## config.mk

```make
export PLATFORM = sky130hd
export DESIGN_NAME = timestamp_priority_queue_flat
export DESIGN_NICKNAME = d
export VERILOG_FILES = /design/src/hdl/tpq_pkg.sv /design/src/hdl/tpq_channels.sv /design/src/hdl/tpq_cell.sv /design/src/hdl/timestamp_priority_queue.sv /design/src/flat_wrapper.sv
export SDC_FILE = /design/constraint.sdc
export NUM_CORES = 2
export LEC_CHECK = 0
export ABC_CLOCK_PERIOD_IN_PS = 8100
export BUFFER_PORTS_ARGS = -buffer_cell sky130_fd_sc_hd__buf_2
export CELL_PAD_IN_SITES_DETAIL_PLACEMENT = 1
export CELL_PAD_IN_SITES_GLOBAL_PLACEMENT = 2
export CORE_MARGIN = 2
export CORE_UTILIZATION = 43
export DETAILED_ROUTE_END_ITERATION = 8
export PLACE_DENSITY = 0.92
export SLEW_MARGIN = 20
export SYNTH_ARGS = -nofsm -noshare
export SYNTH_HDL_FRONTEND = slang
export SYNTH_SLANG_ARGS = --single-unit
```

## constraint.sdc

```tcl
create_clock -name clock -period 8.1 [get_ports clock]
set_input_delay 1.62 -clock clock [delete_from_list [all_inputs] [get_ports clock]]
set_output_delay 1.62 -clock clock [all_outputs]
set_load 0.1 [all_outputs]
```

## src/hdl/tpq_pkg.sv

```systemverilog
// Shared codes, control struct and constants of the timestamp priority queue.
`timescale 1ns / 1ps

package tpq_pkg;

   localparam int VALUE_BITS  = 32;
   localparam int STATUS_BITS = 2;

   localparam logic CMD_PUSH = 1'b0;
   localparam logic CMD_POP  = 1'b1;

   localparam logic [STATUS_BITS-1:0] STATUS_OK    = 2'd0;
   localparam logic [STATUS_BITS-1:0] STATUS_FULL  = 2'd1;
   localparam logic [STATUS_BITS-1:0] STATUS_EMPTY = 2'd2;

   // Qualified operation broadcast to every cell of the chain.
   typedef struct packed {
      logic push;
      logic pop;
   } cell_ctrl_type;

endpackage

```

## src/hdl/tpq_channels.sv

```systemverilog
// Valid/ready channel interfaces for requests and responses.
`timescale 1ns / 1ps

interface tpq_req_if #(
   parameter int STAMP_BITS  = 16,
   parameter int SOURCE_BITS = 4
);
   logic                            valid;
   logic                            ready;
   logic                            command;
   logic signed [tpq_pkg::VALUE_BITS-1:0] entry_value;
   logic [STAMP_BITS-1:0]           entry_stamp;
   logic [SOURCE_BITS-1:0]          entry_source;

   modport source (output valid, command, entry_value, entry_stamp, entry_source,
                   input ready);
   modport sink (input valid, command, entry_value, entry_stamp, entry_source,
                 output ready);
endinterface

interface tpq_rsp_if #(
   parameter int STAMP_BITS  = 16,
   parameter int SOURCE_BITS = 4,
   parameter int COUNT_BITS  = 5
);
   logic                            valid;
   logic                            ready;
   logic                            head_valid;
   logic signed [tpq_pkg::VALUE_BITS-1:0] head_value;
   logic [STAMP_BITS-1:0]           head_stamp;
   logic [SOURCE_BITS-1:0]          head_source;
   logic [COUNT_BITS-1:0]           occupancy;
   logic [tpq_pkg::STATUS_BITS-1:0] status;

   modport source (output valid, head_valid, head_value, head_stamp, head_source,
                   occupancy, status, input ready);
   modport sink (input valid, head_valid, head_value, head_stamp, head_source,
                 occupancy, status, output ready);
endinterface

```

## src/hdl/tpq_cell.sv

```systemverilog
// One slot of the sorted chain: compares the new key and shifts left or right.
`timescale 1ns / 1ps

module tpq_cell #(
   parameter int STAMP_BITS  = 16,
   parameter int SOURCE_BITS = 4
) (
   input  logic                            clock,
   input  tpq_pkg::cell_ctrl_type          ctrl,
   input  logic                            occupied,
   input  logic [tpq_pkg::VALUE_BITS-1:0]  new_value,
   input  logic [STAMP_BITS-1:0]           new_stamp,
   input  logic [SOURCE_BITS-1:0]          new_source,
   input  logic                            left_place,
   input  logic [tpq_pkg::VALUE_BITS-1:0]  left_value,
   input  logic [STAMP_BITS-1:0]           left_stamp,
   input  logic [SOURCE_BITS-1:0]          left_source,
   input  logic [tpq_pkg::VALUE_BITS-1:0]  right_value,
   input  logic [STAMP_BITS-1:0]           right_stamp,
   input  logic [SOURCE_BITS-1:0]          right_source,
   output logic                            place,
   output logic [tpq_pkg::VALUE_BITS-1:0]  value,
   output logic [STAMP_BITS-1:0]           stamp,
   output logic [SOURCE_BITS-1:0]          source
);

   logic [tpq_pkg::VALUE_BITS-1:0] value_ff, value_in;
   logic [STAMP_BITS-1:0]          stamp_ff, stamp_in;
   logic [SOURCE_BITS-1:0]         source_ff, source_in;
   logic                           new_first;

   assign new_first = (new_stamp < stamp_ff) ||
                      ((new_stamp == stamp_ff) && (new_source < source_ff));

   // Monotone along the chain: the new entry lands in the first cell with place set.
   assign place = !occupied || new_first;

   always_comb begin
      value_in  = value_ff;
      stamp_in  = stamp_ff;
      source_in = source_ff;
      if (ctrl.push && place) begin
         if (left_place) begin
            value_in  = left_value;
            stamp_in  = left_stamp;
            source_in = left_source;
         end else begin
            value_in  = new_value;
            stamp_in  = new_stamp;
            source_in = new_source;
         end
      end else if (ctrl.pop) begin
         value_in  = right_value;
         stamp_in  = right_stamp;
         source_in = right_source;
      end
   end

   always_ff @(posedge clock) begin
      value_ff  <= value_in;
      stamp_ff  <= stamp_in;
      source_ff <= source_in;
   end

   assign value  = value_ff;
   assign stamp  = stamp_ff;
   assign source = source_ff;

endmodule

```

## src/hdl/timestamp_priority_queue.sv

```systemverilog
// Sorted priority queue built as a shifting chain of slot cells.
//
// Usage: requests arrive on req_chan (valid/ready). command selects push or
// pop; a push carries entry_value, entry_stamp and entry_source. Entries are
// ordered by stamp, then source, an equal key goes behind the stored one.
// Each request yields one response on rsp_chan: the head after the operation,
// head_valid, occupancy and status (ok, push dropped on full, pop on empty).
// An empty queue reports a zero head.
// The response is registered and valid in the cycle after the transfer.
// One request per cycle while responses are taken; every cell compares its key
// with the new one in parallel and shifts in the same cycle, so the chain of
// QUEUE_DEPTH cells does not slow the rate.
// A stalled response holds req_chan.ready low until it is taken; a new
// request is accepted in the cycle the pending response transfers.
// Reset empties the queue (count to zero) and drops any pending response;
// req_chan.ready stays low while reset is held; slot contents are not cleared.
`timescale 1ns / 1ps

module timestamp_priority_queue #(
   parameter int QUEUE_DEPTH = 16,
   parameter int STAMP_BITS  = 16,
   parameter int SOURCE_BITS = 4
) (
   input logic clock,
   input logic reset,
   tpq_req_if.sink   req_chan,
   tpq_rsp_if.source rsp_chan
);

   localparam int COUNT_BITS = $clog2(QUEUE_DEPTH + 1);
   localparam int VB = tpq_pkg::VALUE_BITS;

   logic [COUNT_BITS-1:0]          count_ff, count_in;
   logic                           rsp_valid_ff, rsp_valid_in;
   logic                           head_valid_ff;
   logic [VB-1:0]                  head_value_ff;
   logic [STAMP_BITS-1:0]          head_stamp_ff;
   logic [SOURCE_BITS-1:0]         head_source_ff;
   logic [COUNT_BITS-1:0]          occupancy_ff;
   logic [tpq_pkg::STATUS_BITS-1:0] status_ff, status_in;

   logic                           accept;
   logic                           full;
   logic                           empty;
   tpq_pkg::cell_ctrl_type         ctrl;
   logic                           head_valid_in;
   logic [VB-1:0]                  head_value_in;
   logic [STAMP_BITS-1:0]          head_stamp_in;
   logic [SOURCE_BITS-1:0]         head_source_in;

   logic [QUEUE_DEPTH-1:0]         occupied;
   logic [QUEUE_DEPTH-1:0]         place;
   logic [VB-1:0]                  cell_value  [QUEUE_DEPTH];
   logic [STAMP_BITS-1:0]          cell_stamp  [QUEUE_DEPTH];
   logic [SOURCE_BITS-1:0]         cell_source [QUEUE_DEPTH];

   assign req_chan.ready = !reset && (!rsp_valid_ff || rsp_chan.ready);
   assign accept = req_chan.valid && req_chan.ready;
   assign full   = (count_ff == COUNT_BITS'(QUEUE_DEPTH));
   assign empty  = (count_ff == '0);

   assign ctrl.push = accept && (req_chan.command == tpq_pkg::CMD_PUSH) && !full;
   assign ctrl.pop  = accept && (req_chan.command == tpq_pkg::CMD_POP) && !empty;

   genvar i;
   generate
      for (i = 0; i < QUEUE_DEPTH; i++) begin : g_cell
         logic              l_place;
         logic [VB-1:0]     l_value, r_value;
         logic [STAMP_BITS-1:0]  l_stamp, r_stamp;
         logic [SOURCE_BITS-1:0] l_source, r_source;

         assign occupied[i] = (COUNT_BITS'(i) < count_ff);

         if (i == 0) begin : g_first
            assign l_place  = 1'b0;
            assign l_value  = '0;
            assign l_stamp  = '0;
            assign l_source = '0;
         end else begin : g_inner_left
            assign l_place  = place[i-1];
            assign l_value  = cell_value[i-1];
            assign l_stamp  = cell_stamp[i-1];
            assign l_source = cell_source[i-1];
         end

         // The last cell refills from itself on a pop; that slot is then unused.
         if (i == QUEUE_DEPTH - 1) begin : g_last
            assign r_value  = cell_value[i];
            assign r_stamp  = cell_stamp[i];
            assign r_source = cell_source[i];
         end else begin : g_inner_right
            assign r_value  = cell_value[i+1];
            assign r_stamp  = cell_stamp[i+1];
            assign r_source = cell_source[i+1];
         end

         tpq_cell #(
            .STAMP_BITS  (STAMP_BITS),
            .SOURCE_BITS (SOURCE_BITS)
         ) u_cell (
            .clock        (clock),
            .ctrl         (ctrl),
            .occupied     (occupied[i]),
            .new_value    (req_chan.entry_value),
            .new_stamp    (req_chan.entry_stamp),
            .new_source   (req_chan.entry_source),
            .left_place   (l_place),
            .left_value   (l_value),
            .left_stamp   (l_stamp),
            .left_source  (l_source),
            .right_value  (r_value),
            .right_stamp  (r_stamp),
            .right_source (r_source),
            .place        (place[i]),
            .value        (cell_value[i]),
            .stamp        (cell_stamp[i]),
            .source       (cell_source[i])
         );
      end
   endgenerate

   always_comb begin
      count_in  = count_ff;
      status_in = tpq_pkg::STATUS_OK;
      if (accept) begin
         case (req_chan.command)
            tpq_pkg::CMD_PUSH: begin
               if (full) status_in = tpq_pkg::STATUS_FULL;
               else count_in = count_ff + 1'b1;
            end
            tpq_pkg::CMD_POP: begin
               if (empty) status_in = tpq_pkg::STATUS_EMPTY;
               else count_in = count_ff - 1'b1;
            end
            default: status_in = tpq_pkg::STATUS_OK;
         endcase
      end
   end

   // Head after the operation, taken from what cell 0 will hold.
   always_comb begin
      head_value_in  = cell_value[0];
      head_stamp_in  = cell_stamp[0];
      head_source_in = cell_source[0];
      if (ctrl.push && place[0]) begin
         head_value_in  = req_chan.entry_value;
         head_stamp_in  = req_chan.entry_stamp;
         head_source_in = req_chan.entry_source;
      end else if (ctrl.pop) begin
         head_value_in  = cell_value[1];
         head_stamp_in  = cell_stamp[1];
         head_source_in = cell_source[1];
      end
      head_valid_in = (count_in != '0);
      if (!head_valid_in) begin
         head_value_in  = '0;
         head_stamp_in  = '0;
         head_source_in = '0;
      end
   end

   assign rsp_valid_in = accept || (rsp_valid_ff && !rsp_chan.ready);

   always_ff @(posedge clock) begin
      if (reset) begin
         count_ff     <= '0;
         rsp_valid_ff <= 1'b0;
      end else begin
         count_ff     <= count_in;
         rsp_valid_ff <= rsp_valid_in;
      end
      if (accept) begin
         head_valid_ff  <= head_valid_in;
         head_value_ff  <= head_value_in;
         head_stamp_ff  <= head_stamp_in;
         head_source_ff <= head_source_in;
         occupancy_ff   <= count_in;
         status_ff      <= status_in;
      end
   end

   assign rsp_chan.valid       = rsp_valid_ff;
   assign rsp_chan.head_valid  = head_valid_ff;
   assign rsp_chan.head_value  = head_value_ff;
   assign rsp_chan.head_stamp  = head_stamp_ff;
   assign rsp_chan.head_source = head_source_ff;
   assign rsp_chan.occupancy   = occupancy_ff;
   assign rsp_chan.status      = status_ff;

   a_count_bound: assert property (@(posedge clock) disable iff (reset)
      count_ff <= COUNT_BITS'(QUEUE_DEPTH))
      else $error("queue count beyond depth");

   a_full_hold: assert property (@(posedge clock) disable iff (reset)
      accept && (status_in == tpq_pkg::STATUS_FULL) |=> $stable(count_ff))
      else $error("dropped push changed the count");

   a_pop_dec: assert property (@(posedge clock) disable iff (reset)
      ctrl.pop |=> count_ff == $past(count_ff) - 1'b1)
      else $error("pop did not decrement the count");

   a_head_flag: assert property (@(posedge clock) disable iff (reset)
      rsp_valid_ff |-> head_valid_ff == (occupancy_ff != '0))
      else $error("head_valid disagrees with occupancy");

endmodule
```

## src/flat_wrapper.sv

```systemverilog
// flat-port wrapper written by rule: the top's interface ports become plain ports
module timestamp_priority_queue_flat 
#(
   parameter int QUEUE_DEPTH = 16,
   parameter int STAMP_BITS  = 16,
   parameter int SOURCE_BITS = 4
)
  (clock, reset, req_chan_valid, req_chan_command, req_chan_entry_value, req_chan_entry_stamp, req_chan_entry_source, req_chan_ready, rsp_chan_valid, rsp_chan_head_valid, rsp_chan_head_value, rsp_chan_head_stamp, rsp_chan_head_source, rsp_chan_occupancy, rsp_chan_status, rsp_chan_ready);
  tpq_req_if #(.STAMP_BITS(STAMP_BITS), .SOURCE_BITS(SOURCE_BITS)) req_chan_i ();
  tpq_rsp_if #(.STAMP_BITS(STAMP_BITS), .SOURCE_BITS(SOURCE_BITS)) rsp_chan_i ();
  input logic clock;
  input logic reset;
  input wire logic [$bits(req_chan_i.valid)-1:0] req_chan_valid;
  input wire logic [$bits(req_chan_i.command)-1:0] req_chan_command;
  input wire logic [$bits(req_chan_i.entry_value)-1:0] req_chan_entry_value;
  input wire logic [$bits(req_chan_i.entry_stamp)-1:0] req_chan_entry_stamp;
  input wire logic [$bits(req_chan_i.entry_source)-1:0] req_chan_entry_source;
  output wire logic [$bits(req_chan_i.ready)-1:0] req_chan_ready;
  output wire logic [$bits(rsp_chan_i.valid)-1:0] rsp_chan_valid;
  output wire logic [$bits(rsp_chan_i.head_valid)-1:0] rsp_chan_head_valid;
  output wire logic [$bits(rsp_chan_i.head_value)-1:0] rsp_chan_head_value;
  output wire logic [$bits(rsp_chan_i.head_stamp)-1:0] rsp_chan_head_stamp;
  output wire logic [$bits(rsp_chan_i.head_source)-1:0] rsp_chan_head_source;
  output wire logic [$bits(rsp_chan_i.occupancy)-1:0] rsp_chan_occupancy;
  output wire logic [$bits(rsp_chan_i.status)-1:0] rsp_chan_status;
  input wire logic [$bits(rsp_chan_i.ready)-1:0] rsp_chan_ready;
  assign req_chan_i.valid = req_chan_valid;
  assign req_chan_i.command = req_chan_command;
  assign req_chan_i.entry_value = req_chan_entry_value;
  assign req_chan_i.entry_stamp = req_chan_entry_stamp;
  assign req_chan_i.entry_source = req_chan_entry_source;
  assign req_chan_ready = req_chan_i.ready;
  assign rsp_chan_valid = rsp_chan_i.valid;
  assign rsp_chan_head_valid = rsp_chan_i.head_valid;
  assign rsp_chan_head_value = rsp_chan_i.head_value;
  assign rsp_chan_head_stamp = rsp_chan_i.head_stamp;
  assign rsp_chan_head_source = rsp_chan_i.head_source;
  assign rsp_chan_occupancy = rsp_chan_i.occupancy;
  assign rsp_chan_status = rsp_chan_i.status;
  assign rsp_chan_i.ready = rsp_chan_ready;
  timestamp_priority_queue #(.QUEUE_DEPTH(QUEUE_DEPTH), .STAMP_BITS(STAMP_BITS), .SOURCE_BITS(SOURCE_BITS)) u_core (.clock(clock), .reset(reset), .req_chan(req_chan_i), .rsp_chan(rsp_chan_i));
endmodule
```

==> results.json <==
{
  "dpl_cell_area_um2": 54100,
  "drt_iter0_markers": 2669,
  "async_flop_share_pct": 0,
  "fin_nets": 5255,
  "hold_viol": 0,
  "wl_um": 156000,
  "rows": 127,
  "run_status": "finished clean",
  "antenna_found_initial": 7,
  "relSlewSlack_pct": 21.6,
  "vias": 38831,
  "gp_congestion": 0.842,
  "ctsHtreeMaxLevel": 3,
  "fin_crit_ps": 5710,
  "start_kind": "input pin",
  "diodes": 0,
  "layout_commonest_cell": "edfxtp_1",
  "leakage_nw": 24.9,
  "io_pins": 119,
  "clock-sinks": 898,
  "grt_pass1_wl_um": 244000,
  "layout_common_cells": "840 x edfxtp_1, 742 x mux2i_1, 691 x a21oi_1, 632 x nor2_1, 317 x o21ai_0",
  "chipHeight_um": 353,
  "ys_types": 65,
  "avgSynthCellArea_um2": 10.6,
  "hold_path.class": "reg2reg",
  "drive_above_1_share_pct": 9.82,
  "ys_ff_latch": 898,
  "ys.flop_type": "edfxtp_1",
  "finalCritPeriodShare_pct": 70.5,
  "switching_share_pct": 29.3,
  "synth_area_um2": 52200,
  "die_area_um2": 124000,
  "rsz0062_at_grt": "no",
  "antenna_left": 0,
  "drv_slew": 0,
  "route.detailed.wl_per_inst_um": 23.8,
  "p_per_area_nw_per_um2": 221,
  "dp_cells": 6400,
  "place_hpwl_um": 105000,
  "grt_overflow": 0,
  "endpoint_kind": "flip-flop",
  "finalInstanceArea_um2": 57400,
  "worstPathRequired_ps": 8450,
  "root_buffer": "clkbuf_16",
  "numPortBuffers": 118,
  "finalSetupTns_ps": 0,
  "hold_ws_ps": 549,
  "fp.dieW_um": 353,
  "reg2reg_slack_ps": 3100,
  "clockBufferDepth": 3,
  "yosys_warnings": 0,
  "drt-vias-per-instance": 5.90,
  "start_util_pct": 43.4,
  "cts_tree": "built",
  "synth-edff-count": 840,
  "clk_latency_ps": 700,
  "cell_internal_pwr_w": 0.00896,
  "synth-seq-area-share_pct": 50.5,
  "clkSlewWorstSetupHoldPaths_ps": 60,
  "grt_max_degree": 79,
  "first_pass_iters": 5,
  "postCtsHoldBufs": 0,
  "grt_pass1_vias": 41767,
  "p_switching_w": 0.00371,
  "core-area_um2": 120000,
  "worst-path-max-fanout": 44,
  "drv_cap": 0,
  "cts_buffers": 100,
  "worst-slew-pin-transition_ps": 1160,
  "area_growth_pct": 9.91,
  "finalNonFillerCells": 6583,
  "synth_nets": 5287,
  "post_cts_buffers": 0,
  "syn_inst": 4922,
  "ctsResizeCount": 0,
  "combinationalPowerShare_pct": 17.4,
  "seqPwrFrac_pct": 45.2,
  "clockPowerShare_pct": 37.4,
  "ir_drop_mv": 0.175,
  "fmaxAchievable_mhz": 175,
  "finClkSkew_ps": 23.6,
  "track_usage_pct": 24.7,
  "cp.arrival_ps": 6060,
  "route.detailed.drc": 0,
  "setup_viol_count_final": 0,
  "crit_type": "in2reg"
}
flip-flops by register name, summed over array words and instances, names as in the netlist:
signal	count
u_core.count_ff	5
u_core.g_cell.u_cell.source	64
u_core.g_cell.u_cell.stamp	256
u_core.g_cell.u_cell.value	512
u_core.rsp_chan.head_source	4
u_core.rsp_chan.head_stamp	16
u_core.rsp_chan.head_valid	1
u_core.rsp_chan.head_value	32
u_core.rsp_chan.occupancy	5
u_core.rsp_chan.status	2
u_core.rsp_chan.valid	1
metrics by stage:
step / power (W) / utilization [%] / setup WS (ps)
final: 0.0127 / 47.7 / 2390
after global routing: 0.0132 / 47.7 / 2270
after CTS: 0.0127 / 47.7 / 2490
after detailed placement: 0.00799 / 45.0 / 1780
after global placement: 0.00788 / 45.0 / 1940
after floorplan: 0.00729 / - / 984
final timing paths:
path	from	endpoint	cells after the start
worst min-delay path	u_core.g_cell[15].u_cell.value[10]$_DFFE_PP_	u_core.g_cell[14].u_cell.value[10]$_DFFE_PP_	2
worst max-delay path	req_chan_entry_stamp[11]	u_core.g_cell[1].u_cell.value[20]$_DFFE_PP_	10
worst max register to register	u_core.count_ff[1]$_SDFF_PP0_	u_core.g_cell[1].u_cell.value[20]$_DFFE_PP_	10
worst min register to register	u_core.g_cell[15].u_cell.value[10]$_DFFE_PP_	u_core.g_cell[14].u_cell.value[10]$_DFFE_PP_	2
area by class of cell:
cell class,count,area [µm²]
multi-input cells,3376,23300
fillers,13036,62900
well taps,1612,2020
inverters,309,1160
clock inverters,50,567
repair buffers,205,1280
clock buffers,133,2740
flip-flops and latches,898,26400
worst max-delay path, stage by stage:
cell	delay [ps]
buf_2	120
buf_4	250
ha_1	390
nand4_1	240
nor4_1	690
or4b_1	620
a31oi_4	200
buf_4	450
or2_2	950
buf_4	460
synthesized netlist by cell type (6+ instances only):
cell | count | area (µm²)
dfxtp_1 | 58 | 1160
nand3_1 | 31 | 155
clkbuf_1 | 136 | 510
nor2b_1 | 11 | 68.8
a21oi_1 | 697 | 3490
buf_2 | 164 | 821
nand2_1 | 250 | 938
nor4_1 | 10 | 62.6
buf_6 | 6 | 67.6
a211oi_1 | 60 | 450
ha_1 | 308 | 3850
nand2b_1 | 16 | 100
a31oi_1 | 10 | 62.6
nor2_1 | 635 | 2380
o211ai_1 | 17 | 128
nand4_1 | 44 | 275
a21oi_2 | 53 | 464
a21o_1 | 32 | 240
mux2_2 | 34 | 383
inv_1 | 309 | 1160
a221o_1 | 9 | 90.1
nor3_1 | 11 | 55.1
or2_2 | 11 | 68.8
o21ai_0 | 317 | 1590
buf_1 | 7 | 26.3
mux2i_1 | 742 | 7430
a211o_1 | 15 | 131
buf_12 | 11 | 220
edfxtp_1 | 840 | 25200
buf_4 | 15 | 113
power by group through the flow:
stage	registers [W]	clock network (W)	logic [W]
global route	0.00576	0.00497	0.00242
global placement	0.00581	0	0.00207
CTS	0.00573	0.00481	0.00220
floorplan	0.00596	0	0.00134
detailed placement	0.00582	0	0.00218
finish	0.00573	0.00473	0.00221
cell families after synthesis:
kind of cell / synth area share [%]
xor+xnor: 0.0335
mux: 14.9
flops: 50.5
fa+ha+maj: 7.38
simple gates: 8.37
buf+inv: 5.58
compound gates: 13.2
layer usage:
metal	wire length, µm	global-route usage (%)	vias to the layer above
li1	-	-	17810
met1	71200	33.5	19969
met2	74500	41.4	836
met3	6780	2.78	214
met4	3980	7.85	2
met5	13	0	-
Power figures use the tool's default switching activity.
